[config.mk]
export PLATFORM = sky130hd
export DESIGN_NAME = fdcl_front
export DESIGN_NICKNAME = d
export VERILOG_FILES = /design/src/hdl/fdcl_pkg.sv /design/src/hdl/fdcl_front.sv
export SDC_FILE = /design/constraint.sdc
export NUM_CORES = 1
export LEC_CHECK = 0
export BUFFER_PORTS_ARGS = -buffer_cell sky130_fd_sc_hd__clkbuf_2
export CAP_MARGIN = 5
export CORE_UTILIZATION = 50
export CTS_BUF_LIST = sky130_fd_sc_hd__clkbuf_4 sky130_fd_sc_hd__clkbuf_8
export CTS_CLUSTER_DIAMETER = 60
export DETAILED_ROUTE_END_ITERATION = 10
export GPL_TIMING_DRIVEN = 0
export PLACE_DENSITY = 0.76
export SETUP_SLACK_MARGIN = 0.2
export SYNTH_ARGS = -nofsm -noshare
export SYNTH_HDL_FRONTEND = slang
export SYNTH_SLANG_ARGS = --single-unit
[constraint.sdc]
create_clock -name clk_i -period 11.3 [get_ports clk_i]
set_clock_uncertainty 0.05 [all_clocks]
set_input_delay 1.13 -clock clk_i [delete_from_list [all_inputs] [get_ports clk_i]]
set_output_delay 1.13 -clock clk_i [all_outputs]
set_load 0.03 [all_outputs]
[src/hdl/fdcl_pkg.sv]
// shared types, constants and helper functions for the density constraint lambda unit
// no dependencies; imported by every module of the block

package fdcl_pkg;

  localparam int W  = 48;        // word width
  localparam int F  = 32;        // fraction bits
  localparam int MW = W - 1;     // magnitude width
  localparam int PW = 2 * W;     // full product width
  localparam int HW = W / 2;     // partial product operand width
  localparam int NW = W + F;     // dividend width after scaling
  localparam int QDEPTH = 2;     // queue between front and back
  localparam int CFG_IW = 3;     // register index width

  localparam logic [MW-1:0] MAGMAX = {MW{1'b1}};
  localparam logic [W-1:0]  ONE_FIX = {{(W-F-1){1'b0}}, 1'b1, {F{1'b0}}};
  localparam logic [MW-1:0] DIST_BIAS =
    MW'(((64'd1 << F) + 64'd5000000) / 64'd10000000);

  localparam logic [CFG_IW-1:0] REG_RADIUS   = 3'd0;
  localparam logic [CFG_IW-1:0] REG_POLY6    = 3'd1;
  localparam logic [CFG_IW-1:0] REG_SPIKY    = 3'd2;
  localparam logic [CFG_IW-1:0] REG_INV_REST = 3'd3;
  localparam logic [CFG_IW-1:0] REG_EPSILON  = 3'd4;

  localparam logic [MW-1:0] RST_RADIUS   = 47'd2147483648;
  localparam logic [MW-1:0] RST_POLY6    = 47'd3445168077000;
  localparam logic [MW-1:0] RST_SPIKY    = 47'd3937333966400;
  localparam logic [MW-1:0] RST_INV_REST = 47'd4294967;
  localparam logic [MW-1:0] RST_EPSILON  = 47'd214748364800;

  typedef logic [W-1:0]  word_t;
  typedef logic [MW-1:0] mag_t;
  typedef logic [PW-1:0] prod_t;

  typedef struct packed {
    word_t mx;
    word_t my;
    word_t mz;
    logic  nx;
    logic  ny;
    logic  nz;
    mag_t  mass;
    logic  is_self;
    logic  last_neighbor;
  } item_t;

  typedef struct packed {
    mag_t radius;
    mag_t poly6;
    mag_t spiky;
    mag_t inv_rest;
    mag_t epsilon;
  } cfg_t;

  typedef struct packed {
    logic  start;
    word_t a;
    word_t b;
  } mul_req_t;

  typedef struct packed {
    logic  done;
    prod_t prod;
  } mul_rsp_t;

  typedef struct packed {
    logic  start;
    prod_t rad;
  } sqrt_req_t;

  typedef struct packed {
    logic  done;
    word_t root;
  } sqrt_rsp_t;

  typedef struct packed {
    logic  start;
    word_t num;
    mag_t  den;
  } div_req_t;

  typedef struct packed {
    logic done;
    logic sat;
    mag_t quo;
  } div_rsp_t;

  typedef struct packed {
    word_t val;
    logic  sat;
  } sadd_t;

  // signed add clamped to the word range
  function automatic sadd_t sadd(word_t a, word_t b);
    logic [W:0] s;
    sadd_t r;
    s = {a[W-1], a} + {b[W-1], b};
    r.sat = s[W] ^ s[W-1];
    if (r.sat) begin
      r.val = s[W] ? {1'b1, {MW{1'b0}}} : {1'b0, {MW{1'b1}}};
    end else begin
      r.val = s[W-1:0];
    end
    return r;
  endfunction

  function automatic word_t abs_word(word_t v);
    return v[W-1] ? (~v + word_t'(1)) : v;
  endfunction

endpackage

[src/hdl/fdcl_front.sv]
// front end: takes neighbour beats, splits offsets into sign and magnitude, queues them
// depends on fdcl_pkg

module fdcl_front (
  input  logic                    clk_i,
  input  logic                    rst_ni,
  input  logic                    start_i,
  output logic                    busy_o,
  input  logic [fdcl_pkg::W-1:0]  rel_x_i,
  input  logic [fdcl_pkg::W-1:0]  rel_y_i,
  input  logic [fdcl_pkg::W-1:0]  rel_z_i,
  input  logic [fdcl_pkg::MW-1:0] mass_i,
  input  logic                    is_self_i,
  input  logic                    last_neighbor_i,
  output fdcl_pkg::item_t         head_o,
  output logic                    head_valid_o,
  input  logic                    pop_i
);
  import fdcl_pkg::*;

  localparam int QAW = $clog2(QDEPTH);
  localparam int QCW = $clog2(QDEPTH + 1);

  item_t          q_mem [QDEPTH];
  logic [QAW-1:0] wr_ptr_q, rd_ptr_q;
  logic [QCW-1:0] cnt_q;
  item_t          in_item;
  logic           push, pop;

  always_comb begin
    in_item.mx            = abs_word(rel_x_i);
    in_item.my            = abs_word(rel_y_i);
    in_item.mz            = abs_word(rel_z_i);
    in_item.nx            = rel_x_i[W-1];
    in_item.ny            = rel_y_i[W-1];
    in_item.nz            = rel_z_i[W-1];
    in_item.mass          = mass_i;
    in_item.is_self       = is_self_i;
    in_item.last_neighbor = last_neighbor_i;
  end

  assign busy_o       = (cnt_q == QCW'(QDEPTH));
  assign head_valid_o = (cnt_q != '0);
  assign head_o       = q_mem[rd_ptr_q];
  assign push         = start_i && !busy_o;
  assign pop          = pop_i && head_valid_o;

  always_ff @(posedge clk_i) begin
    if (push) begin
      q_mem[wr_ptr_q] <= in_item;
    end
  end

  always_ff @(posedge clk_i or negedge rst_ni) begin
    if (!rst_ni) begin
      wr_ptr_q <= '0;
      rd_ptr_q <= '0;
      cnt_q    <= '0;
    end else begin
      if (push) wr_ptr_q <= wr_ptr_q + QAW'(1);
      if (pop)  rd_ptr_q <= rd_ptr_q + QAW'(1);
      if (push && !pop)      cnt_q <= cnt_q + QCW'(1);
      else if (pop && !push) cnt_q <= cnt_q - QCW'(1);
    end
  end

endmodule

==> out/results.ini <==
[run_status]
status = completed

[synth]
synth_ff_type = edfxtp_1
syn_nets = 1281
synth_cells = 1080
async_flop_share_pct = 1.010
synth.yosys.warnings = 0
yosys-top-cells-area = edfxtp_1, mux2_2, xnor2_1, o31ai_1, o21ai_0
yosysSeqAreaShare_pct = 67.89
synth-seq-cells = 396
yosysTopAreaCellShare_pct = 67.32
netlist_area_um2 = 17490
synth.distinct_cells = 41
synth_edf_count = 392
synth_area_per_cell_um2 = 16.19
yosys.area.top_type = edfxtp_1

[placement]
gp_congestion = 0.8602
post-place-ws_ns = 7.514
place_hpwl_mm = 28.60
placed_area_um2 = 20250
place_inst = 1937
io_buffer_count = 393

[drt]
first_pass_iters = 5
wl_met1_mm = 15.36
drtIter0Drc = 542
wirelength_mm = 39.77
routed.top_layer = met4
dr_wl_met3_mm = 3.275
wl_met2_mm = 19.65
antenna_left = 0
routed_via_density = 5.439
drcViolationCount = 0
vias = 11130
wl_per_cell_um = 19.43

[finish]
final_common_cell = clkbuf_2
layout-drive-gt1-share_pct = 46.36
nets = 1746
postLayoutCellArea_um2 = 21520
stdcell_count = 2047
area_delta_synth_final_pct = 23.05
final_cell_mix = clkbuf_2, edfxtp_1, mux2_2
fillers = 2608
diodes = 0

[setup_path]
reg2reg_depth = 6
critPathMaxFanout = 10
endpoint_kind = output pin
critPathArrivalTime_ns = 3.11
critPathRequiredTime_ns = 10.12
cp-start-kind = register
crit_type = reg -> out
r2r_slack_ns = 8.69

[clock_tree]
cts_resized = 0
cts_root_buf = clkbuf_8
postCtsSetupRepairBufs = 0
cts_num_sinks = 396
clkTransAtPathRegs_ns = 0.06
worst_skew_pair.late_latency_ns = 0.61
cts_tree = yes
holdBufCountCts = 0
cts.path.max_buffers = 3
cts_buffers = 61
htreeDepth = 2

[power_and_ir_drop]
powerDensity_nw_per_um2 = 251.4
finalPower_w = 0.005410
power_switching_w = 0.001991
leakage_nw = 7.736
p_comb_share_pct = 38.3
p_int_w = 0.003419
clkPwrFrac_pct = 22.8
ir_drop_uv = 183.6
seqPwrFrac_pct = 38.8
swShare_pct = 36.80

[sta]
tightest_slew_ns = 0.9328
period_needed_ns = 4.288
hold_viol = 0
rsz0062_at_grt = no
slew_viol_final = 0
fmax_mhz = 233.2
setup_ws_ns = 7.012
finalCritPeriodShare_pct = 37.94
finalSetupViolCount = 0
setup_tns_ns = 0
max_slew_margin_pct = 37.67

[grt]
grt_max_degree = 64
grt_pass1_vias = 11380
antenna_found_initial = 0
overflow = 0
grt_pass1_wl_mm = 60.27
grtUsageTotal_pct = 21.76

[floorplan]
die-area_um2 = 35720
die_w_um = 189.0
initial_core_util_pct = 50.75
core-area_um2 = 34460
num_rows = 68
die_h_um = 189.0
ios = 395

[flow_run]
drv_cap = 0

[worst_hold_path]
min_path_type = in -> async

[path summary, 6_finish.rpt]
check / startpoint / to
worst min register to register: cnt_q[1] / cnt_q[1]
worst max-delay path: rd_ptr_q / head_o[90]
worst min-delay path: rst_ni / cnt_q[1]
worst max register to register: cnt_q[0] / q_mem[0][104]
min in group clk_i: cnt_q[1] / cnt_q[1]
max in group asynchronous: rst_ni / cnt_q[0]
[cell type report]
class	instances	area, µm²	share of cell area (%)
multi-input cells	630	5420	25.19
inverters	11	41.29	0.1919
well taps	455	569.3	2.646
clock buffers	85	1032	4.797
clock inverters	25	239.0	1.111
repair buffers	402	2177	10.12
plain buffers	43	166.4	0.7734
flip-flops and latches	396	11870	55.17
[cell families (layout without fill, tap and decap cells)]
group	after synthesis	after routing	synth area share, %
flip-flops	396	396	67.89
adder cells (fa/ha/maj)	4	4	0.2862
AND/OR/NAND/NOR	176	176	5.996
multiplexers	196	196	12.62
AO/OA/AOI/OAI	114	114	5.009
buffers and inverters	54	566	1.188
XOR/XNOR	140	140	7.012
[worst max-delay path, stage by stage (launching register included)]
cell and delay (ns):
dfrtp_1 0.32, clkbuf_1 0.35, clkbuf_1 0.66, clkbuf_1 0.55, mux2_2 0.42, clkbuf_2 0.19
[power by group through the flow]
stage | combinational, W | sequential (W) | clock (W)
2_1_floorplan | 0.00144 | 0.00221 | 0
3_3_place_gp | 0.00202 | 0.00228 | 0
3_5_place_dp | 0.00209 | 0.00213 | 0
4_1_cts | 0.00210 | 0.00210 | 0.00127
5_1_grt | 0.00219 | 0.00212 | 0.00132
6_report | 0.00207 | 0.00210 | 0.00124
[metal layers]
metal	global-route usage, %	vias up
met2	36.79	450
li1	-	5150
met5	0	-
met4	10.42	0
met3	5.839	86
met1	25.78	5448
[synthesized netlist by cell type, types with 2 or more instances]
cell type	instances
nor4_1	14
clkbuf_1	38
nand2_1	44
o21ai_0	41
buf_2	4
o41ai_2	11
or4_4	4
o31ai_2	2
edfxtp_1	392
and3_1	2
xnor2_1	137
nor4_4	2
ha_1	4
or4_1	12
nand3_1	13
xor2_1	3
nor4_2	2
nor2_1	15
nand4_1	5
nor2b_1	2
nor3_1	8
inv_1	11
or2_2	10
mux2_2	196
o31ai_1	45
or3_1	22
nand2b_1	11
o41ai_1	14
dfrtp_1	4
[registers in the layout, indices dropped and copies added (netlist names)]
signal / cells
rd_ptr_q: 1
wr_ptr_q: 1
q_mem: 392
cnt_q: 2
[stage by stage]
step,utilization (%),hold WS [ns]
2_1_floorplan,-,0.4066
3_5_place_dp,58.75,0.4493
4_1_cts,62.44,0.2039
5_1_grt,62.44,0.2238
3_3_place_gp,58.11,0.4205
6_report,62.44,0.2696
Power figures use the tool's default switching activity.
