<file path="config.mk">
export PLATFORM = sky130hd
export DESIGN_NAME = fdcl_div
export DESIGN_NICKNAME = d
export VERILOG_FILES = /design/src/hdl/fdcl_pkg.sv /design/src/hdl/fdcl_div.sv
export SDC_FILE = /design/constraint.sdc
export NUM_CORES = 1
export LEC_CHECK = 0
export BUFFER_PORTS_ARGS = -buffer_cell sky130_fd_sc_hd__buf_2
export CAP_MARGIN = 0
export CORE_ASPECT_RATIO = 1.1
export CORE_MARGIN = 3
export CORE_UTILIZATION = 53
export CTS_BUF_LIST = sky130_fd_sc_hd__clkbuf_16
export DETAILED_ROUTE_END_ITERATION = 6
export GPL_ROUTABILITY_DRIVEN = 0
export PLACE_DENSITY = 0.77
export SLEW_MARGIN = 20
export SYNTH_ARGS = -nofsm -noshare
export SYNTH_HDL_FRONTEND = slang
export SYNTH_SLANG_ARGS = --single-unit
export TNS_END_PERCENT = 100
</file>
<file path="constraint.sdc">
create_clock -name clk_i -period 2.7 [get_ports clk_i]
set_clock_uncertainty 0.05 [all_clocks]
set_input_delay 0.54 -clock clk_i [delete_from_list [all_inputs] [get_ports clk_i]]
set_output_delay 0.54 -clock clk_i [all_outputs]
set_load 0.02 [all_outputs]
</file>
<file path="src/hdl/fdcl_pkg.sv">
// shared types, constants and helper functions for the density constraint lambda unit
// no dependencies; imported by every module of the block

package fdcl_pkg;

  localparam int W  = 48;        // word width
  localparam int F  = 32;        // fraction bits
  localparam int MW = W - 1;     // magnitude width
  localparam int PW = 2 * W;     // full product width
  localparam int HW = W / 2;     // partial product operand width
  localparam int NW = W + F;     // dividend width after scaling
  localparam int QDEPTH = 2;     // queue between front and back
  localparam int CFG_IW = 3;     // register index width

  localparam logic [MW-1:0] MAGMAX = {MW{1'b1}};
  localparam logic [W-1:0]  ONE_FIX = {{(W-F-1){1'b0}}, 1'b1, {F{1'b0}}};
  localparam logic [MW-1:0] DIST_BIAS =
    MW'(((64'd1 << F) + 64'd5000000) / 64'd10000000);

  localparam logic [CFG_IW-1:0] REG_RADIUS   = 3'd0;
  localparam logic [CFG_IW-1:0] REG_POLY6    = 3'd1;
  localparam logic [CFG_IW-1:0] REG_SPIKY    = 3'd2;
  localparam logic [CFG_IW-1:0] REG_INV_REST = 3'd3;
  localparam logic [CFG_IW-1:0] REG_EPSILON  = 3'd4;

  localparam logic [MW-1:0] RST_RADIUS   = 47'd2147483648;
  localparam logic [MW-1:0] RST_POLY6    = 47'd3445168077000;
  localparam logic [MW-1:0] RST_SPIKY    = 47'd3937333966400;
  localparam logic [MW-1:0] RST_INV_REST = 47'd4294967;
  localparam logic [MW-1:0] RST_EPSILON  = 47'd214748364800;

  typedef logic [W-1:0]  word_t;
  typedef logic [MW-1:0] mag_t;
  typedef logic [PW-1:0] prod_t;

  typedef struct packed {
    word_t mx;
    word_t my;
    word_t mz;
    logic  nx;
    logic  ny;
    logic  nz;
    mag_t  mass;
    logic  is_self;
    logic  last_neighbor;
  } item_t;

  typedef struct packed {
    mag_t radius;
    mag_t poly6;
    mag_t spiky;
    mag_t inv_rest;
    mag_t epsilon;
  } cfg_t;

  typedef struct packed {
    logic  start;
    word_t a;
    word_t b;
  } mul_req_t;

  typedef struct packed {
    logic  done;
    prod_t prod;
  } mul_rsp_t;

  typedef struct packed {
    logic  start;
    prod_t rad;
  } sqrt_req_t;

  typedef struct packed {
    logic  done;
    word_t root;
  } sqrt_rsp_t;

  typedef struct packed {
    logic  start;
    word_t num;
    mag_t  den;
  } div_req_t;

  typedef struct packed {
    logic done;
    logic sat;
    mag_t quo;
  } div_rsp_t;

  typedef struct packed {
    word_t val;
    logic  sat;
  } sadd_t;

  // signed add clamped to the word range
  function automatic sadd_t sadd(word_t a, word_t b);
    logic [W:0] s;
    sadd_t r;
    s = {a[W-1], a} + {b[W-1], b};
    r.sat = s[W] ^ s[W-1];
    if (r.sat) begin
      r.val = s[W] ? {1'b1, {MW{1'b0}}} : {1'b0, {MW{1'b1}}};
    end else begin
      r.val = s[W-1:0];
    end
    return r;
  endfunction

  function automatic word_t abs_word(word_t v);
    return v[W-1] ? (~v + word_t'(1)) : v;
  endfunction

endpackage

</file>
<file path="src/hdl/fdcl_div.sv">
// restoring divider for (num << F) / den, one quotient bit per cycle, clamps to the magnitude range
// depends on fdcl_pkg

module fdcl_div (
  input  logic               clk_i,
  input  logic               rst_ni,
  input  fdcl_pkg::div_req_t req_i,
  output fdcl_pkg::div_rsp_t rsp_o
);
  import fdcl_pkg::*;

  localparam int CW = $clog2(NW);

  logic [NW-1:0]  n_q, quo_q;
  mag_t           rem_q, den_q;
  logic [CW-1:0]  cnt_q;
  logic           run_q, done_q;
  logic [W-1:0]   rem2, diff;
  logic           ge;

  always_comb begin
    rem2 = {rem_q, n_q[NW-1]};
    ge   = (rem2 >= {1'b0, den_q});
    diff = rem2 - {1'b0, den_q};
  end

  always_ff @(posedge clk_i) begin
    if (req_i.start) begin
      n_q   <= {req_i.num, {F{1'b0}}};
      den_q <= req_i.den;
      rem_q <= '0;
      quo_q <= '0;
    end else if (run_q) begin
      n_q   <= n_q << 1;
      rem_q <= ge ? diff[MW-1:0] : rem2[MW-1:0];
      quo_q <= {quo_q[NW-2:0], ge};
    end
  end

  always_ff @(posedge clk_i or negedge rst_ni) begin
    if (!rst_ni) begin
      cnt_q  <= '0;
      run_q  <= 1'b0;
      done_q <= 1'b0;
    end else begin
      done_q <= 1'b0;
      if (req_i.start) begin
        cnt_q <= '0;
        run_q <= 1'b1;
      end else if (run_q) begin
        cnt_q <= cnt_q + CW'(1);
        if (cnt_q == CW'(NW - 1)) begin
          run_q  <= 1'b0;
          done_q <= 1'b1;
        end
      end
    end
  end

  assign rsp_o.done = done_q;
  assign rsp_o.sat  = |quo_q[NW-1:MW];
  assign rsp_o.quo  = rsp_o.sat ? MAGMAX : quo_q[MW-1:0];

endmodule

</file>
==> metrics.txt <==
hpwl dp 19700 um; CTS clk-pin slew, worst paths 70 ps; pin count of the biggest net entering global routing 95; Pwr Density 833.4 nW/um^2; DRC viols 0; vias in the first global route 10140; H-tree depth 1; setup violators final 96; slack of the critical path -277.7 ps; PortBufs 146; area grow syn2layout 33.67%; relative slew slack 0.5955; Synthesized Nets 1381; Initial DRC Count 807; complex-gate fraction of the synthesized area 0.1315; crit path DAT 3360 ps; Critical Path Fanout Max 2; height of the die 164.9 um; Final Max Slew Viols 0; Rows 57; Clock Path Buffers 3; Synth Flop Type dfxtp_1; Synth Instances 1234; Post-synth EDFFs 95; CP Capture Type register; initial antenna violation count 0; Fin Setup TNS -17090 ps; Yosys warnings 0; Hold Crit Class in -> reg; Crit path required time 3090 ps; failing checks negative setup slack; post-DR vias/cell 5.718; CTS sink cnt 231; mux cell area share after synthesis 0.1119; final hold vios 0; peak supply drop 543.9 uV; Max-cap violations 0; Setup crit start kind register; IO Count 147; FFs w/ async S/R, synth 0.03896; drt wl/cell 18.54 um; P_leak 7.645 nW; Antenna Nets Post-Route 0; Total Wirelength 33780 um; Layout fillers 1504; first-pass GRT wire length 48490 um; most frequent cells in the layout 158 x nor2_1, 141 x buf_4, 120 x dfxtp_1; share of cells above drive strength 1 0.3502; die area 24810 sq um; crit path kind reg -> reg; commonest non-fill, non-tap cell in the layout nor2_1; Mapped Area 12170 sq um; TritonCTS buffer count 25; routed vias 10420; largest family of logic cells by synthesized area simple AND/OR/NAND/NOR gates; fin crit share 1.103; Final nets 1655; crit path time final 2978 ps; synthesized area per cell 9.861 sq um; Unique masters post-synth 83; CTS tree done; Post-Synth Adder-Cell Area 0.05100; CORE AREA 22320 sq um; status finished with violations; chip width 150.5 um; worst slew pin tran 606.7 ps; XOR/XNOR Fraction of Synth Area 0.02807; utilization after layout 0.7286; Synth Area in Simple Gates 0.1672; maximum clock rate 335.8 MHz; effective utilization at floorplan 0.5451; sequential standard cell area 5635 sq um; Yosys reg bits 231; GRT Residual Overflow 0; unrepaired setup endpoints after global routing true; worst skew pair latency 530 ps; first drt pass iteration count 5; multi-input combinational cell area 6664 sq um; Total GRT Usage 0.2362; register area share after synthesis 0.4619; CTS root buf clkbuf_16
-- registers in the layout, indices dropped and copies added (netlist names) --
signal  cells
rem_q      47
den_q      47
cnt_q       7
done_q      1
n_q        48
run_q       1
quo_q      80
-- logic make-up (layout without fill, tap and decap cells) --
family	after synthesis	after routing
muxes	130	130
adders and majority gates	49	49
buffers and inverters	128	419
AOI/OAI and AO/OA	229	229
DFF	231	231
xor gates and xnor gates	39	39
and+or+nand+nor	428	428
other	0	2
-- layout make-up --
type | instances | area share
antenna | 2 | 0.0003077
clock buffer | 25 | 0.03846
clock inverter | 19 | 0.006847
inverter | 61 | 0.01423
multi-input combinational | 875 | 0.4097
sequential | 231 | 0.3465
tap | 295 | 0.02269
timing repair buffer | 314 | 0.1612
-- path summary, 6_finish.rpt --
kind,from,endpoint,slack (ps),depth (start not counted)
max,n_q[79],rem_q[25],-280,14
min,req_i[24],den_q[24],140,1
max reg2reg,n_q[79],rem_q[25],-280,14
min reg2reg,rem_q[29],rem_q[30],450,2
max in group asynchronous,rst_ni,run_q,2000,2
min in group asynchronous,rst_ni,done_q,380,2
-- cell usage after synthesis, types with 6 or more instances --
| library cell | count | area, sq um |
|---|---|---|
| inv_1 | 61 | 229.0 |
| nand3_1 | 19 | 95.09 |
| mux2_2 | 47 | 529.3 |
| dfxtp_1 | 127 | 2542 |
| xnor2_1 | 25 | 219.0 |
| or3_1 | 9 | 56.30 |
| dfrtp_1 | 9 | 225.2 |
| nor3_1 | 15 | 75.07 |
| a31oi_1 | 8 | 50.05 |
| nand4_1 | 15 | 93.84 |
| o21bai_1 | 10 | 75.07 |
| a311oi_1 | 32 | 280.3 |
| ha_1 | 48 | 600.6 |
| nor2_1 | 159 | 596.8 |
| nor4_1 | 11 | 68.82 |
| a211oi_1 | 6 | 45.04 |
| nand2_1 | 115 | 431.7 |
| mux2i_1 | 82 | 820.8 |
| o21ai_0 | 29 | 145.1 |
| o31ai_1 | 8 | 60.06 |
| a21oi_1 | 62 | 310.3 |
| edfxtp_1 | 95 | 2853 |
| o21a_1 | 10 | 75.07 |
| clkbuf_1 | 44 | 165.2 |
| xor2_1 | 14 | 122.6 |
| a21o_1 | 15 | 112.6 |
| nand2b_1 | 51 | 319.1 |
| buf_2 | 7 | 35.03 |
-- per-layer routing --
layer | part of all wire | track usage | wire length [um]
met3 | 0.052 | 0.03128 | 1757
met4 | 0.040 | 0.07654 | 1355
met5 | 0 | 0 | 0
met2 | 0.52 | 0.4246 | 17710
met1 | 0.38 | 0.2926 | 12950
-- stage by stage --
| stage | power (mW) | area, sq um | setup slack, ps | instances | hold slack, ps |
|---|---|---|---|---|---|
| floorplan | 7.690 | 12190 | -104.8 | 1234 | 194.4 |
| global placement | 9.742 | 14170 | -212.8 | 1752 | 355.8 |
| detailed placement | 9.840 | 14170 | -315.5 | 1752 | 357.0 |
| CTS | 13.19 | 15540 | -252.0 | 1811 | 127.6 |
| global route | 14.28 | 16260 | -381.5 | 1820 | 130.3 |
| finish | 13.55 | 16260 | -277.7 | 1822 | 138.0 |
-- worst max-delay path: stages, from the launching register on --
cell and delay [ps]:
edfxtp_1 340, inv_1 50, ha_2 190, fa_2 370, nor2b_4 130, o2111ai_2 130, a211oi_2 260, o21ai_2 80
and4_4 190, or3_4 420, buf_4 170, buf_4 130, a21oi_2 140, a21oi_1 50, a211oi_1 170
-- report_power, final --
part	switching, mW	internal (mW)
sequential	0.271	4.09
clock	1.44	1.77
combinational	3.07	2.92
-- repair_timing --
item                       4_1_cts  5_1_grt
cloned                           5        2
resized for setup               96      139
buffers inserted                10        9
setup endpoints to repair       96       96
hold buffers                     1        0
hold endpoints to repair         9        0
pin swaps                       27       25
(Power assumes the default switching activity.)
