`config.mk`:
```
export PLATFORM = sky130hd
export DESIGN_NAME = fdcl_mul
export DESIGN_NICKNAME = d
export VERILOG_FILES = /design/src/hdl/fdcl_pkg.sv /design/src/hdl/fdcl_mul.sv
export SDC_FILE = /design/constraint.sdc
export NUM_CORES = 2
export LEC_CHECK = 0
export BUFFER_PORTS_ARGS = -buffer_cell sky130_fd_sc_hd__buf_2
export CORE_ASPECT_RATIO = 0.8
export CORE_MARGIN = 3
export CORE_UTILIZATION = 36
export CTS_CLUSTER_DIAMETER = 150
export CTS_CLUSTER_SIZE = 10
export DETAILED_ROUTE_END_ITERATION = 8
export PLACE_DENSITY = 0.55
export SLEW_MARGIN = 10
export SYNTH_ARGS = -nofsm -noshare
export SYNTH_HDL_FRONTEND = slang
export SYNTH_SLANG_ARGS = --single-unit
```
`constraint.sdc`:
```
create_clock -name clk_i -period 9.7 [get_ports clk_i]
set_input_delay 1.455 -clock clk_i [delete_from_list [all_inputs] [get_ports clk_i]]
set_output_delay 1.455 -clock clk_i [all_outputs]
set_load 0.005 [all_outputs]
```
`src/hdl/fdcl_pkg.sv`:
```
// shared types, constants and helper functions for the density constraint lambda unit
// no dependencies; imported by every module of the block

package fdcl_pkg;

  localparam int W  = 48;        // word width
  localparam int F  = 32;        // fraction bits
  localparam int MW = W - 1;     // magnitude width
  localparam int PW = 2 * W;     // full product width
  localparam int HW = W / 2;     // partial product operand width
  localparam int NW = W + F;     // dividend width after scaling
  localparam int QDEPTH = 2;     // queue between front and back
  localparam int CFG_IW = 3;     // register index width

  localparam logic [MW-1:0] MAGMAX = {MW{1'b1}};
  localparam logic [W-1:0]  ONE_FIX = {{(W-F-1){1'b0}}, 1'b1, {F{1'b0}}};
  localparam logic [MW-1:0] DIST_BIAS =
    MW'(((64'd1 << F) + 64'd5000000) / 64'd10000000);

  localparam logic [CFG_IW-1:0] REG_RADIUS   = 3'd0;
  localparam logic [CFG_IW-1:0] REG_POLY6    = 3'd1;
  localparam logic [CFG_IW-1:0] REG_SPIKY    = 3'd2;
  localparam logic [CFG_IW-1:0] REG_INV_REST = 3'd3;
  localparam logic [CFG_IW-1:0] REG_EPSILON  = 3'd4;

  localparam logic [MW-1:0] RST_RADIUS   = 47'd2147483648;
  localparam logic [MW-1:0] RST_POLY6    = 47'd3445168077000;
  localparam logic [MW-1:0] RST_SPIKY    = 47'd3937333966400;
  localparam logic [MW-1:0] RST_INV_REST = 47'd4294967;
  localparam logic [MW-1:0] RST_EPSILON  = 47'd214748364800;

  typedef logic [W-1:0]  word_t;
  typedef logic [MW-1:0] mag_t;
  typedef logic [PW-1:0] prod_t;

  typedef struct packed {
    word_t mx;
    word_t my;
    word_t mz;
    logic  nx;
    logic  ny;
    logic  nz;
    mag_t  mass;
    logic  is_self;
    logic  last_neighbor;
  } item_t;

  typedef struct packed {
    mag_t radius;
    mag_t poly6;
    mag_t spiky;
    mag_t inv_rest;
    mag_t epsilon;
  } cfg_t;

  typedef struct packed {
    logic  start;
    word_t a;
    word_t b;
  } mul_req_t;

  typedef struct packed {
    logic  done;
    prod_t prod;
  } mul_rsp_t;

  typedef struct packed {
    logic  start;
    prod_t rad;
  } sqrt_req_t;

  typedef struct packed {
    logic  done;
    word_t root;
  } sqrt_rsp_t;

  typedef struct packed {
    logic  start;
    word_t num;
    mag_t  den;
  } div_req_t;

  typedef struct packed {
    logic done;
    logic sat;
    mag_t quo;
  } div_rsp_t;

  typedef struct packed {
    word_t val;
    logic  sat;
  } sadd_t;

  // signed add clamped to the word range
  function automatic sadd_t sadd(word_t a, word_t b);
    logic [W:0] s;
    sadd_t r;
    s = {a[W-1], a} + {b[W-1], b};
    r.sat = s[W] ^ s[W-1];
    if (r.sat) begin
      r.val = s[W] ? {1'b1, {MW{1'b0}}} : {1'b0, {MW{1'b1}}};
    end else begin
      r.val = s[W-1:0];
    end
    return r;
  endfunction

  function automatic word_t abs_word(word_t v);
    return v[W-1] ? (~v + word_t'(1)) : v;
  endfunction

endpackage

```
`src/hdl/fdcl_mul.sv`:
```
// shared multiplier: full word by word product from four half-width partial products
// depends on fdcl_pkg

module fdcl_mul (
  input  logic               clk_i,
  input  logic               rst_ni,
  input  fdcl_pkg::mul_req_t req_i,
  output fdcl_pkg::mul_rsp_t rsp_o
);
  import fdcl_pkg::*;

  localparam int PARTS = 4;

  word_t          a_q, b_q;
  prod_t          acc_q, pp_shift;
  logic [W-1:0]   pp_q;
  logic [1:0]     sh_q;
  logic [2:0]     cnt_q;
  logic           run_q, ppv_q, done_q;
  logic [HW-1:0]  a_half, b_half;

  always_comb begin
    a_half = cnt_q[0] ? a_q[W-1:HW] : a_q[HW-1:0];
    b_half = cnt_q[1] ? b_q[W-1:HW] : b_q[HW-1:0];
    case (sh_q)
      2'd0:    pp_shift = PW'(pp_q);
      2'd1:    pp_shift = PW'(pp_q) << HW;
      default: pp_shift = PW'(pp_q) << (2 * HW);
    endcase
  end

  always_ff @(posedge clk_i) begin
    if (req_i.start) begin
      a_q   <= req_i.a;
      b_q   <= req_i.b;
      acc_q <= '0;
    end else if (run_q) begin
      if (cnt_q != 3'(PARTS)) begin
        pp_q <= a_half * b_half;
        sh_q <= {1'b0, cnt_q[0]} + {1'b0, cnt_q[1]};
      end
      if (ppv_q) acc_q <= acc_q + pp_shift;
    end
  end

  always_ff @(posedge clk_i or negedge rst_ni) begin
    if (!rst_ni) begin
      cnt_q  <= '0;
      run_q  <= 1'b0;
      ppv_q  <= 1'b0;
      done_q <= 1'b0;
    end else begin
      done_q <= 1'b0;
      if (req_i.start) begin
        cnt_q <= '0;
        run_q <= 1'b1;
        ppv_q <= 1'b0;
      end else if (run_q) begin
        if (cnt_q != 3'(PARTS)) begin
          cnt_q <= cnt_q + 3'd1;
          ppv_q <= 1'b1;
        end else begin
          // last partial product lands in the accumulator this cycle
          ppv_q  <= 1'b0;
          run_q  <= 1'b0;
          done_q <= 1'b1;
        end
      end
    end
  end

  assign rsp_o.done = done_q;
  assign rsp_o.prod = acc_q;

endmodule

```
==> flow_summary.json <==
{
  "status": "finished clean",
  "fin_skew_ps": 22.6,
  "post-dp-hpwl_um": 86500,
  "setup_tns_ps": 0,
  "endpoint_kind": "flop",
  "maxSlewViolCount": 0,
  "core_um2": 91800,
  "rsz0062_at_grt": "false",
  "tightest_slew_ps": 1270,
  "wire_per_inst_um": 21.4,
  "grt_pass1_vias": 26500,
  "vias": 26600,
  "worstSetupStartpointType": "flop",
  "clk_latency_ps": 620,
  "hold_path_depth": 2,
  "wl_met3_um": 10000,
  "wl_met2_um": 48300,
  "clockBufferDepth": 3,
  "cts_sinks": 248,
  "drive_gt1_share_pct": 9.76,
  "finalSetupViolCount": 0,
  "initial_core_util_pct": 36.5,
  "ios": 196,
  "dr.pass1.iters": 5,
  "placementRows": 99,
  "yosys_warnings": 0,
  "drt-vias-per-instance": 5.23,
  "synth_cell_types": 88,
  "crit_type": "flop to flop",
  "drt-met1-wl_um": 47000,
  "syn_inst": 3751,
  "nets": 4709,
  "cts_htree_levels": 1,
  "hold_path_end": "acc_q[34]$_SDFFE_PP0P_",
  "drtIter0Drc": 1959,
  "synth_nets": 4604,
  "cts_buffers": 29,
  "synthTopCellsByArea": "fa_1 29%, edfxtp_1 13%, ha_1 10%",
  "wirelength_um": 109000,
  "synth_most_common_cell": "inv_1",
  "cp.required_ps": 10140,
  "cts_resized": 0,
  "avgSynthCellArea_um2": 8.94,
  "ys_top_cells_by_count": "581 x inv_1, 544 x nand2_1, 483 x fa_1",
  "holdBufCountCts": 0,
  "post-route-period-util_pct": 89.5,
  "port_buffers": 195,
  "synthArstFlopShare_pct": 2.42,
  "finalCriticalPeriod_ps": 8680,
  "worst_r2r_endpoint": "pp_q[46]$_DFFE_PP_",
  "min_from": "acc_q[34]$_SDFFE_PP0P_",
  "drtAntennaViolNets": 0,
  "hold_violations": 0,
  "ys_seq_area_share_pct": 19.3,
  "overflow": 0,
  "rrSetupSlack_ps": 1020,
  "synth-seq-cells": 248,
  "cp.arrival_ps": 9120,
  "synth_flop_cell": "edfxtp_1",
  "synth_edf_count": 146,
  "grt_usage_pct": 22.2,
  "synth_top_area_cell": "fa_1",
  "cts_tree": "yes",
  "drv_cap": 0,
  "grt_start_max_net_pins": 86,
  "area_growth_syn_to_layout_pct": 9.25,
  "drc": 0,
  "cts_root_buffer": "clkbuf_16",
  "hp-class": "flop to flop",
  "post_cts_buffers": 0,
  "highest_layer": "met5",
  "slew_headroom_pct": 12.8,
  "fmax_mhz": 115,
  "antenna_found_initial": 7,
  "reg2reg_from": "cnt_q[1]$_DFFE_PN0P_",
  "crit_path_max_fanout": 15,
  "synth_top_area_share_pct": 28.8,
  "die_h_um": 279,
  "grt_pass1_wl_um": 164000,
  "syn-cell-area_um2": 33500,
  "reg2reg_depth": 25,
  "routabilityCongestion": 0.940,
  "die_area_um2": 96900,
  "chipWidth_um": 347,
  "cts.clk_slew.worst_paths_ps": 70
}
==> layout make-up <==
type,instances,area (µm²)
fill,9231,55200
multi-input combinational,2745,24200
sequential,248,6460
inverter,581,2180
tap,1212,1520
timing repair buffer,251,1430
clock buffer,46,811
clock inverter,2,17.5
antenna,2,5.00
==> worst max-delay path by stage <==
stage,to,cells after the start,start,slack [ps]
after global routing,pp_q[46]$_DFFE_PP_,25,cnt_q[1]$_DFFE_PN0P_,510
after global placement,pp_q[46]$_DFFE_PP_,25,cnt_q[1]$_DFFE_PN0P_,1100
after floorplan,pp_q[45]$_DFFE_PP_,31,cnt_q[0]$_DFFE_PN0P_,1490
after CTS,pp_q[46]$_DFFE_PP_,25,cnt_q[0]$_DFFE_PN0P_,960
final,pp_q[46]$_DFFE_PP_,25,cnt_q[1]$_DFFE_PN0P_,1020
after detailed placement,pp_q[46]$_DFFE_PP_,25,cnt_q[0]$_DFFE_PN0P_,990
==> routing by layer <==
layer	up-vias	track usage, %
met5	-	0
met4	2	6.40
met3	164	5.87
met2	960	34.4
met1	13200	30.7
li1	12300	-
==> placed cells by master, fill, tap and decap left out, types with 6 or more instances in the layout <==
cell       netlist  layout
inv_1          581     581
nand2_1        544     543
fa_1           483     483
nor2_1         384     383
ha_1           271     271
a21oi_1        233     233
buf_2           11     194
edfxtp_1       146     146
dfxtp_1         96      96
a21o_1          86      86
xnor2_1         81      81
o21ai_0         80      80
mux2i_1         69      63
and2_1          64      63
xor2_1          56      56
buf_4            1      54
mux2_2          45      45
nand4_1         40      40
nand3_1         30      30
o21bai_1        30      30
clkbuf_16        0      30
a22o_1          25      25
o21a_1          17      17
nand2b_1        16      16
clkbuf_1       150      16
o21ai_1         14      14
nor3_1          14      14
and3_1          13      13
a211oi_1        13      13
a31oi_1         11      11
nor2b_1         10      10
o211ai_1         7       7
mux2i_2          0       6
==> registers in the layout, indices dropped and copies added (netlist names) <==
register and count:
run_q 1, done_q 1, sh_q 2, pp_q 48
acc_q 96, cnt_q 3, a_q 48, b_q 48
ppv_q 1
==> critical path, cell delays in order (launching register included) <==
cell,delay (ps)
dfrtp_2,670
mux2i_2,790
buf_4,350
nor2_1,80
fa_1,500
fa_1,550
inv_1,50
fa_1,530
inv_1,50
fa_1,410
fa_1,490
fa_1,540
inv_1,50
fa_1,490
inv_1,50
ha_1,380
nand4_1,190
o21a_1,230
a31oi_1,400
a221o_1,450
a2111oi_4,140
o31ai_1,400
nand3_1,130
o2bb2ai_1,170
o21ai_1,170
xor2_1,220
==> stage by stage <==
step / instance area, µm² / cells / hold slack (ps) / utilization (%) / setup slack [ps]
after floorplan: 33500 / 3751 / 459 / - / 1490
after global placement: 35800 / 5037 / 461 / 39.0 / 1100
after detailed placement: 35800 / 5037 / 464 / 39.0 / 990
after CTS: 36600 / 5085 / 471 / 39.9 / 957
after global routing: 36600 / 5085 / 501 / 39.9 / 508
final: 36600 / 5087 / 468 / 39.9 / 1020
==> cells by family after synthesis <==
family	after synthesis	synth area share, %
simple gates	1144	14.4
buf+inv	758	8.63
fa+ha+maj	754	39.0
compound gates	596	11.6
flops	248	19.3
xor+xnor	137	3.58
mux	114	3.57
Power is not shown: default switching activity piles up to over one toggle a cycle in this logic, so the estimate is an artifact.
