### src/hdl/fdcl_pkg.sv
// shared types, constants and helper functions for the density constraint lambda unit
// no dependencies; imported by every module of the block

package fdcl_pkg;

  localparam int W  = 48;        // word width
  localparam int F  = 32;        // fraction bits
  localparam int MW = W - 1;     // magnitude width
  localparam int PW = 2 * W;     // full product width
  localparam int HW = W / 2;     // partial product operand width
  localparam int NW = W + F;     // dividend width after scaling
  localparam int QDEPTH = 2;     // queue between front and back
  localparam int CFG_IW = 3;     // register index width

  localparam logic [MW-1:0] MAGMAX = {MW{1'b1}};
  localparam logic [W-1:0]  ONE_FIX = {{(W-F-1){1'b0}}, 1'b1, {F{1'b0}}};
  localparam logic [MW-1:0] DIST_BIAS =
    MW'(((64'd1 << F) + 64'd5000000) / 64'd10000000);

  localparam logic [CFG_IW-1:0] REG_RADIUS   = 3'd0;
  localparam logic [CFG_IW-1:0] REG_POLY6    = 3'd1;
  localparam logic [CFG_IW-1:0] REG_SPIKY    = 3'd2;
  localparam logic [CFG_IW-1:0] REG_INV_REST = 3'd3;
  localparam logic [CFG_IW-1:0] REG_EPSILON  = 3'd4;

  localparam logic [MW-1:0] RST_RADIUS   = 47'd2147483648;
  localparam logic [MW-1:0] RST_POLY6    = 47'd3445168077000;
  localparam logic [MW-1:0] RST_SPIKY    = 47'd3937333966400;
  localparam logic [MW-1:0] RST_INV_REST = 47'd4294967;
  localparam logic [MW-1:0] RST_EPSILON  = 47'd214748364800;

  typedef logic [W-1:0]  word_t;
  typedef logic [MW-1:0] mag_t;
  typedef logic [PW-1:0] prod_t;

  typedef struct packed {
    word_t mx;
    word_t my;
    word_t mz;
    logic  nx;
    logic  ny;
    logic  nz;
    mag_t  mass;
    logic  is_self;
    logic  last_neighbor;
  } item_t;

  typedef struct packed {
    mag_t radius;
    mag_t poly6;
    mag_t spiky;
    mag_t inv_rest;
    mag_t epsilon;
  } cfg_t;

  typedef struct packed {
    logic  start;
    word_t a;
    word_t b;
  } mul_req_t;

  typedef struct packed {
    logic  done;
    prod_t prod;
  } mul_rsp_t;

  typedef struct packed {
    logic  start;
    prod_t rad;
  } sqrt_req_t;

  typedef struct packed {
    logic  done;
    word_t root;
  } sqrt_rsp_t;

  typedef struct packed {
    logic  start;
    word_t num;
    mag_t  den;
  } div_req_t;

  typedef struct packed {
    logic done;
    logic sat;
    mag_t quo;
  } div_rsp_t;

  typedef struct packed {
    word_t val;
    logic  sat;
  } sadd_t;

  // signed add clamped to the word range
  function automatic sadd_t sadd(word_t a, word_t b);
    logic [W:0] s;
    sadd_t r;
    s = {a[W-1], a} + {b[W-1], b};
    r.sat = s[W] ^ s[W-1];
    if (r.sat) begin
      r.val = s[W] ? {1'b1, {MW{1'b0}}} : {1'b0, {MW{1'b1}}};
    end else begin
      r.val = s[W-1:0];
    end
    return r;
  endfunction

  function automatic word_t abs_word(word_t v);
    return v[W-1] ? (~v + word_t'(1)) : v;
  endfunction

endpackage

### src/hdl/fdcl_sqrt.sv
// floor integer square root of a double-width radicand, one root bit per cycle
// depends on fdcl_pkg

module fdcl_sqrt (
  input  logic                clk_i,
  input  logic                rst_ni,
  input  fdcl_pkg::sqrt_req_t req_i,
  output fdcl_pkg::sqrt_rsp_t rsp_o
);
  import fdcl_pkg::*;

  localparam int CW = $clog2(W);

  prod_t          rad_q;
  logic [W:0]     rem_q;
  word_t          root_q;
  logic [CW-1:0]  cnt_q;
  logic           run_q, done_q;
  logic [W+2:0]   rem2, trial, diff;
  logic           ge;

  always_comb begin
    rem2  = {rem_q, rad_q[PW-1:PW-2]};
    trial = {1'b0, root_q, 2'b01};
    ge    = (rem2 >= trial);
    diff  = rem2 - trial;
  end

  always_ff @(posedge clk_i) begin
    if (req_i.start) begin
      rad_q  <= req_i.rad;
      rem_q  <= '0;
      root_q <= '0;
    end else if (run_q) begin
      rad_q  <= rad_q << 2;
      rem_q  <= ge ? diff[W:0] : rem2[W:0];
      root_q <= {root_q[W-2:0], ge};
    end
  end

  always_ff @(posedge clk_i or negedge rst_ni) begin
    if (!rst_ni) begin
      cnt_q  <= '0;
      run_q  <= 1'b0;
      done_q <= 1'b0;
    end else begin
      done_q <= 1'b0;
      if (req_i.start) begin
        cnt_q <= '0;
        run_q <= 1'b1;
      end else if (run_q) begin
        cnt_q <= cnt_q + CW'(1);
        if (cnt_q == CW'(W - 1)) begin
          run_q  <= 1'b0;
          done_q <= 1'b1;
        end
      end
    end
  end

  assign rsp_o.done = done_q;
  assign rsp_o.root = root_q;

endmodule

### config.mk
export PLATFORM = sky130hd
export DESIGN_NAME = fdcl_sqrt
export DESIGN_NICKNAME = d
export VERILOG_FILES = /design/src/hdl/fdcl_pkg.sv /design/src/hdl/fdcl_sqrt.sv
export SDC_FILE = /design/constraint.sdc
export NUM_CORES = 1
export LEC_CHECK = 0
export ABC_AREA = 0
export BUFFER_PORTS_ARGS = -buffer_cell sky130_fd_sc_hd__buf_4
export CAP_MARGIN = 20
export CORE_ASPECT_RATIO = 1.75
export CORE_MARGIN = 10
export CORE_UTILIZATION = 25
export DETAILED_ROUTE_END_ITERATION = 7
export GPL_ROUTABILITY_DRIVEN = 0
export PLACE_DENSITY_LB_ADDON = 0.08
export SLEW_MARGIN = 20
export SYNTH_ARGS = -nofsm -noshare
export SYNTH_HDL_FRONTEND = slang
export SYNTH_SLANG_ARGS = --single-unit
export TNS_END_PERCENT = 10
### constraint.sdc
create_clock -name clk_i -period 10.3 [get_ports clk_i]
set_input_delay 1.545 -clock clk_i [delete_from_list [all_inputs] [get_ports clk_i]]
set_output_delay 1.545 -clock clk_i [all_outputs]
set_load 0.05 [all_outputs]
==> results.py, run 1 <==
metrics = {
    "setup_path": {
        "crit_path_end_kind": "flip-flop",
        "start_kind": "flip-flop",
        "critPathKind": "flip-flop to flip-flop",
        "critPathMaxFanout": 38,
        "cp_data_required_time_ns": 10.75,
        "arrival_ns": 4.23,
        "ff2ff_setup_slack_ns": 6.52,
    },
    "synth": {
        "syn_avg_cell_area_sq_um": 9.78,
        "syn_nets": 1307,
        "postSynth.asyncResetShare": 0.0398,
        "synth_edf_count": 96,
        "ys_seq_area_frac": 0.444,
        "syn_inst": 1157,
        "synthDominantCellAreaShare": 0.255,
        "yosys.cell_types.count": 71,
        "synth_seq_cells": 201,
        "synthTopCellsByArea": "edfxtp_1, dfxtp_1, mux2_2, ha_1, mux2i_1",
        "ys_warn_count": 0,
        "synth_area_leader_cell": "edfxtp_1",
        "ys.flop_type": "dfxtp_1",
        "syn_area_sq_um": 11300,
    },
    "timing": {
        "slew_headroom": 0.376,
        "whs_ns": 0.497,
        "period_needed_ns": 3.78,
        "setup_tns_ns": 0,
        "slew_viol_final": 0,
        "fmax_mhz": 265,
        "grt_setup_unrepaired": "false",
        "fin_crit_sh": 0.367,
        "tightest_slew_ns": 0.933,
        "setup_violations": 0,
        "finClkSkew_ns": 0.0124,
        "hold_viol": 0,
    },
    "drt": {
        "wl_microns": 36000,
        "firstDrtPassIters": 5,
        "ant_nets": 0,
        "remaining_drc_errors": 0,
        "vias": 8848,
        "viasPerCell": 4.73,
        "drt_iter0_markers": 358,
        "post_drt_wl_per_cell_microns": 19.2,
    },
    "die": {
        "io_pins": 148,
        "die-area_sq_um": 54500,
        "die_h_microns": 301,
        "core_area_sq_um": 45000,
        "num_rows": 103,
        "start_util": 0.252,
        "die_x_microns": 181,
    },
    "clock_tree": {
        "cts_tree": "built",
        "ctsLongestPathBuffers": 3,
        "postCtsSetupBuffers": 0,
        "cts_hold_buf": 0,
        "clockRootBuffer": "clkbuf_16",
        "cts_max_level": 1,
        "cts_buffers": 24,
        "post_cts_resize_count": 0,
        "clk_pin_slew_ns": 0.07,
        "clk_latency_ns": 0.54,
        "clkSinkCount": 201,
    },
    "min_path": {
        "hp-class": "flip-flop to flip-flop",
    },
    "layout": {
        "fillers": 4731,
        "area_growth_pct": 21.1,
        "antenna_cells": 0,
        "drive_gt1_frac": 0.235,
        "nets": 1424,
    },
    "grt": {
        "grt_antenna_before_repair": 0,
        "use_met3": 0.0404,
        "track_usage": 0.127,
        "first_global_vias": 9464,
        "grtUsageMet2": 0.245,
        "grtUsageMet1": 0.125,
        "grt_max_degree": 140,
        "grt_pass1_wl_microns": 55900,
        "gr-max-usage-layer": "met2",
        "grt_overflow": 0,
    },
    "placed_design": {
        "dp_hpwl_microns": 26700,
        "io_buffer_count": 147,
    },
    "run_status": {
        "status": "completed",
    },
    "run": {
        "drv_cap": 0,
    },
    "pwr": {
        "power_density_nw_per_um2": 273,
        "ir_drop_mv": 0.145,
        "p_leak_uw": 0.00576,
    },
}
==> registers in the layout, indices dropped and copies added (netlist names) <==
register  flops
rad_q        96
rem_q        49
root_q       48
cnt_q         6
done_q        1
run_q         1
==> metal layers <==
layer	vias up	wire length (microns)	part of all wire
li1	4407	-	-
met2	196	19500	0.54
met3	36	2550	0.071
met5	-	0	0
met4	0	909	0.025
met1	4209	13000	0.36
==> worst max-delay path, cell delays in order, from the launching register on <==
cell and delay (ns):
dfxtp_1 0.40, inv_1 0.06, ha_1 0.45, nand4_2 0.18, or4_4 0.62, nor2_4 0.13, nand4_2 0.12, o21ai_2 0.18
a21oi_1 0.09, nand2_2 0.72, nand2_1 0.40, o31ai_1 0.32
==> synth_stat cells (all sizes together), types with 11 or more instances <==
| master | instances |
|---|---|
| nand3 | 17 |
| dfxtp | 97 |
| a21o | 11 |
| xnor2 | 29 |
| xor2 | 13 |
| nand4 | 15 |
| buf | 24 |
| a311oi | 33 |
| ha | 51 |
| inv | 66 |
| nand2 | 126 |
| o21bai | 14 |
| clkbuf | 38 |
| edfxtp | 96 |
| mux2i | 50 |
| mux2 | 94 |
| a21oi | 69 |
| nor2 | 129 |
| o21ai | 50 |
==> worst paths after layout <==
kind	cells past startpoint	startpoint	endpoint
max in group asynchronous	1	rst_ni	run_q
hold / removal	2	rem_q[0]	rem_q[0]
hold reg to reg	2	rem_q[0]	rem_q[0]
setup reg to reg	11	root_q[29]	rem_q[46]
min in group asynchronous	1	rst_ni	done_q
setup / recovery	11	root_q[29]	rem_q[46]
==> metrics by stage <==
stage,cell area [sq um],power [uW],utilization,setup WS [ns],cells
floorplan,11300,2410,-,5.88,1157
CTS,13700,3820,0.305,6.41,1869
finish,13700,3740,0.305,6.52,1869
global placement,13000,2950,0.288,6.42,1825
global route,13700,4030,0.305,6.15,1869
detailed placement,13000,2940,0.288,6.41,1825
==> cell type report <==
| class | instances | area [sq um] | area share |
|---|---|---|---|
| timing repair buffer | 153 | 1160 | 0.0850 |
| multi-input combinational | 828 | 5790 | 0.422 |
| inverter | 66 | 250 | 0.0182 |
| clock buffer | 35 | 687 | 0.0501 |
| sequential | 201 | 5030 | 0.367 |
| tap | 577 | 722 | 0.0527 |
| clock inverter | 9 | 71.3 | 0.00520 |
==> cells by family after synthesis <==
logic type / Yosys count / synth area share
flip-flops: 201 / 0.444
AND/OR/NAND/NOR: 349 / 0.139
buffers and inverters: 128 / 0.0454
XOR/XNOR: 42 / 0.0325
AO/OA/AOI/OAI: 242 / 0.145
multiplexers: 144 / 0.138
adder cells (fa/ha/maj): 51 / 0.0564
==> placed cells by master, fill, tap and decap left out, types with 4 or more instances in the layout <==
cell type	instances
nand2b_1	8
mux2i_1	50
a31oi_1	7
o211ai_1	9
nand2_1	125
inv_1	65
o21ai_1	9
o21bai_1	14
o31ai_1	4
dfxtp_1	97
xor2_1	13
a32oi_1	4
a21oi_1	69
clkbuf_1	7
a311oi_1	31
nand4_1	13
a21o_1	10
dfrtp_1	7
o21ai_0	40
and2_1	9
mux2_2	94
and3_1	7
xnor2_1	29
clkbuf_16	25
nor3b_1	4
edfxtp_1	96
nor3_1	9
o21a_1	7
a211oi_1	7
buf_4	151
nand3_1	17
nor2_1	127
nor2b_1	5
ha_1	51
or3_1	7
==> power breakdown <==
part	switching, uW	internal [uW]	total, uW
registers	76.1	957	1030
clock network	359	487	846
logic	1130	734	1860
Note: power is estimated with default switching activity, not from simulation.
==> run 2: changes to the inputs <==
clock period = 3.65 ns   (was 10.3 ns; I/O delays follow)
==> results.py, run 2 (synthesis gave the netlist of run 1 again) <==
metrics = {
    "run_status": {
        "status": "completed",
    },
    "pwr": {
        "power_density_nw_per_um2": 786,
        "p_sw_uw": 4550,
        "power_frac_clock": 0.231,
        "internal_power_uw": 6460,
        "pwr-share-comb": 0.505,
        "ir_drop_mv": 0.410,
        "p_leak_uw": 0.00592,
        "p_seq_frac": 0.264,
        "total_power_uw": 11000,
        "p_sw_frac": 0.413,
    },
    "placed_design": {
        "post-place-cells": 1851,
        "post-place-ws_ns": 0.159,
        "dp_hpwl_microns": 27400,
        "io_buffer_count": 147,
    },
    "timing": {
        "fmax_mhz": 294,
        "fin_crit_sh": 0.933,
        "period_needed_ns": 3.40,
        "slew_headroom": 0.320,
        "setup_tns_ns": 0,
        "slew_viol_final": 0,
        "fin_ws_ns": 0.246,
        "finClkSkew_ns": 0.0101,
        "hold_viol": 0,
        "tightest_slew_ns": 1.02,
        "grt_setup_unrepaired": "false",
        "setup_violations": 0,
    },
    "die": {
        "die-area_sq_um": 54500,
        "io_pins": 148,
        "core_area_sq_um": 45000,
        "die_h_microns": 301,
        "start_util": 0.252,
        "num_rows": 103,
        "die_x_microns": 181,
    },
    "drt": {
        "post_drt_wl_per_cell_microns": 19.2,
        "vias": 8943,
        "viasPerCell": 4.72,
        "dr_wl_met3_microns": 2660,
        "firstDrtPassIters": 4,
        "highest_layer": "met4",
        "ant_nets": 0,
        "remaining_drc_errors": 0,
        "wl_met2_microns": 19600,
        "wl_met1_microns": 13300,
        "drt_iter0_markers": 373,
        "wl_microns": 36400,
    },
    "grt": {
        "track_usage": 0.131,
        "grt_overflow": 0,
        "first_global_vias": 9604,
        "grt_antenna_before_repair": 0,
        "grt_max_degree": 116,
        "grt_pass1_wl_microns": 57200,
    },
    "min_path": {
        "hp-class": "primary input to flip-flop",
    },
    "layout": {
        "instances_no_fill": 1895,
        "multi_input_area_sq_um": 5800,
        "layout_common_cells": "buf_4, nor2_1, nand2_1, dfxtp_1, edfxtp_1",
        "antenna_cells": 0,
        "regArea_sq_um": 5030,
        "fillers": 4754,
        "area_growth_pct": 23.7,
        "regMostFlops": "rad_q",
        "nets": 1451,
        "final_common_cell": "buf_4",
        "drive_gt1_frac": 0.255,
        "largest_reg_flops": 96,
        "reg_top3": "rad_q: 96 flops, rem_q: 49 flops, root_q: 48 flops",
    },
    "setup_path": {
        "critPathKind": "flip-flop to flip-flop",
        "cpPeakStageDelay_ns": 0.62,
        "start_kind": "flip-flop",
        "cp_data_required_time_ns": 4.09,
        "crit_family": "simple AND/OR/NAND/NOR gates",
        "crit_chain": "inv_1, ha_1, nand4_2, or4_4, nor2_4, nand4_2, o21ai_2, a21o_2, nor2_4, buf_4, or3_1, a311oi_1",
        "critPathMaxFanout": 15,
        "crit_path_end_kind": "flip-flop",
        "arrival_ns": 3.85,
        "cp_num_buf_inv": 2,
        "crit_slowest_cell": "or4_4",
    },
    "clock_tree": {
        "clkSinkCount": 201,
        "cts_tree": "built",
        "ctsLongestPathBuffers": 3,
        "cts_buffers": 24,
        "cts_max_level": 1,
        "postCtsSetupBuffers": 0,
        "clk_pin_slew_ns": 0.07,
        "clockRootBuffer": "clkbuf_16",
        "clk_latency_ns": 0.55,
    },
    "run": {
        "drv_cap": 0,
    },
}
## run 2: what timing repair did
action / CTS / global route
gates resized for setup: 0 / 4
hold buffers: 1 / 0
hold endpoints to repair: 8 / 0
endpoints found under the setup margin: 0 / 3
## run 2: final timing paths
path	startpoint	end	slack [ns]	cells past startpoint
max in group asynchronous	rst_ni	run_q	3.15	2
min	req_i[1]	rad_q[1]	0.29	2
min reg2reg	rem_q[0]	rem_q[0]	0.48	2
max	root_q[26]	rem_q[24]	0.25	12
min in group asynchronous	rst_ni	done_q	0.35	2
max reg2reg	root_q[26]	rem_q[24]	0.25	12
## run 2: layer usage
| layer | track usage | up-vias |
|---|---|---|
| met5 | 0 | - |
| met1 | 0.129 | 4278 |
| met3 | 0.0434 | 42 |
| met2 | 0.251 | 176 |
| li1 | - | 4447 |
| met4 | 0.0400 | 0 |
## run 2: per-stage QoR
stage | area [sq um] | utilization | hold WS [ns]
2_1_floorplan | 11300 | - | 0.252
3_3_place_gp | 13200 | 0.293 | 0.376
3_5_place_dp | 13200 | 0.293 | 0.376
4_1_cts | 14000 | 0.311 | 0.248
5_1_grt | 14000 | 0.311 | 0.255
6_report | 14000 | 0.311 | 0.286
## run 2: area by class of cell
cell class / count / area share
well taps: 577 / 0.0515
flip-flops and latches: 201 / 0.359
clock inverters: 16 / 0.0144
repair buffers: 180 / 0.0996
multi-input cells: 828 / 0.414
inverters: 66 / 0.0179
clock buffers: 27 / 0.0437
## run 2: power by group through the flow
| stage | clock network [uW] | logic (uW) | registers, uW |
|---|---|---|---|
| floorplan | 0 | 3890 | 2910 |
| global route | 2740 | 6170 | 2940 |
| global placement | 0 | 5650 | 2960 |
| detailed placement | 0 | 5620 | 2960 |
| finish | 2540 | 5560 | 2910 |
| CTS | 2670 | 5650 | 2910 |
==> run 3: changes to the inputs <==
REMOVE_ABC_BUFFERS = 1   (was unset)
==> results.py, run 3 (synthesis gave the netlist of run 1 again) <==
metrics = {
    "timing": {
        "setup_violations": 0,
        "whs_ns": 0.300,
        "slew_viol_final": 0,
        "hold_viol": 0,
        "fin_crit_sh": 0.927,
        "finClkSkew_ns": 0.0116,
        "grt_setup_unrepaired": "false",
        "tightest_slew_ns": 0.915,
        "slew_headroom": 0.390,
        "period_needed_ns": 3.38,
        "fmax_mhz": 296,
        "fin_ws_ns": 0.266,
    },
    "die": {
        "core_area_sq_um": 45000,
        "die-area_sq_um": 54500,
        "die_h_microns": 301,
        "io_pins": 148,
        "start_util": 0.252,
        "num_rows": 103,
        "die_x_microns": 181,
    },
    "setup_path": {
        "critPathKind": "flip-flop to flip-flop",
        "crit_chain": "inv_1, ha_1, nand2_1, a211oi_2, o21ai_1, a211oi_2, o21ai_1, a211oi_1, nor3_1, or3b_1, a311oi_2",
        "critPathMaxFanout": 7,
        "arrival_ns": 3.85,
        "cp_data_required_time_ns": 4.11,
        "crit_slowest_cell": "ha_1",
        "crit_path_end_kind": "flip-flop",
        "crit_family": "compound AO/OA/AOI/OAI gates",
        "cp_num_buf_inv": 1,
        "start_kind": "flip-flop",
        "cpPeakStageDelay_ns": 0.46,
    },
    "grt": {
        "grtUsageMet1": 0.128,
        "track_usage": 0.131,
        "grt_pass1_wl_microns": 57300,
        "grtUsageMet2": 0.250,
        "first_global_vias": 9885,
        "grt_antenna_before_repair": 0,
        "gr-max-usage-layer": "met2",
        "grt_overflow": 0,
        "grt_max_degree": 127,
        "use_met3": 0.0451,
    },
    "layout": {
        "regMostFlops": "rad_q",
        "largest_reg_flops": 96,
        "drive_gt1_frac": 0.251,
        "fillers": 4746,
        "area_growth_pct": 23.5,
        "reg_top3": "rad_q: 96 flops, rem_q: 49 flops, root_q: 48 flops",
        "layout_common_cells": "buf_4, nor2_1, nand2_1, dfxtp_1, edfxtp_1",
        "nets": 1445,
        "antenna_cells": 0,
        "final_common_cell": "buf_4",
    },
    "placed_design": {
        "io_buffer_count": 147,
        "post-place-ws_ns": 0.0868,
        "dp_hpwl_microns": 27000,
    },
    "drt": {
        "firstDrtPassIters": 5,
        "drt_iter0_markers": 397,
        "wl_microns": 36100,
        "ant_nets": 0,
        "vias": 8940,
        "viasPerCell": 4.73,
        "post_drt_wl_per_cell_microns": 19.1,
        "remaining_drc_errors": 0,
    },
    "pwr": {
        "power_density_nw_per_um2": 781,
        "p_leak_uw": 0.00592,
        "total_power_uw": 10900,
        "ir_drop_mv": 0.327,
    },
    "clock_tree": {
        "clockRootBuffer": "clkbuf_16",
        "clk_pin_slew_ns": 0.07,
        "cts_buffers": 24,
        "clk_latency_ns": 0.54,
        "cts_tree": "built",
        "ctsLongestPathBuffers": 3,
        "clkSinkCount": 201,
        "cts_max_level": 1,
    },
    "run_status": {
        "status": "completed",
    },
    "run": {
        "drv_cap": 0,
    },
    "min_path": {
        "hp-class": "primary input to flip-flop",
    },
}
[run 3: cell types whose count changed in the layout (fill, tap and decap cells not counted), sizes merged]
cell / before / now
clkinvlp: 2 / 0
inv: 66 / 67
buf: 179 / 173
clkinv: 10 / 6
clkbuf: 27 / 35
bufinv: 4 / 2
[run 3: worst paths after layout]
check                           from   endpoint  slack (ns)  cells past startpoint
setup / recovery           root_q[3]  rem_q[48]        0.27                     11
hold / removal             req_i[45]  rad_q[45]        0.30                      2
setup reg to reg           root_q[3]  rem_q[48]        0.27                     11
hold reg to reg             rem_q[0]   rem_q[0]        0.49                      2
max in group asynchronous     rst_ni      run_q        3.14                      2
min in group asynchronous     rst_ni   cnt_q[5]        0.37                      2
[run 3: worst register-to-register path, stage by stage (launching register included)]
cell and delay [ns]:
dfxtp_1 0.42, inv_1 0.07, ha_1 0.46, nand2_1 0.14, a211oi_2 0.31, o21ai_1 0.19, a211oi_2 0.33, o21ai_1 0.26
a211oi_1 0.43, nor3_1 0.08, or3b_1 0.38, a311oi_2 0.23
[run 3: power breakdown]
| group | internal, uW | switching, uW |
|---|---|---|
| clock | 1540 | 1030 |
| sequential | 2700 | 217 |
| combinational | 2230 | 3200 |
| total | 6470 | 4450 |
[run 3: what timing repair did]
item,in CTS,in global routing
buffers inserted,0,0
endpoints found under the hold margin,8,0
resized for setup,0,1
hold buffers,1,0
endpoints found under the setup margin,0,5
[run 3: final cells by class]
type                    count  area (sq um)  area share
flip-flops and latches    201          5030       0.360
clock buffers              35           736      0.0526
multi-input cells         828          5790       0.414
repair buffers            174          1350      0.0966
inverters                  66           250      0.0179
well taps                 577           722      0.0517
clock inverters             9          98.8     0.00707
[run 3: stage by stage]
| step | cells | instance area [sq um] | utilization | TNS (ns) |
|---|---|---|---|---|
| finish | 1890 | 14000 | 0.311 | 0 |
| global route | 1890 | 14000 | 0.311 | 0 |
| CTS | 1890 | 14000 | 0.311 | 0 |
| detailed placement | 1845 | 13100 | 0.292 | 0 |
| global placement | 1845 | 13100 | 0.292 | 0 |
| floorplan | 1095 | 11100 | - | -256.88 |
[run 3: layer usage]
layer,part of all wire,vias to the layer above
met4,0.027,0
met3,0.077,46
met1,0.36,4278
met5,0,-
li1,-,4444
met2,0.54,172
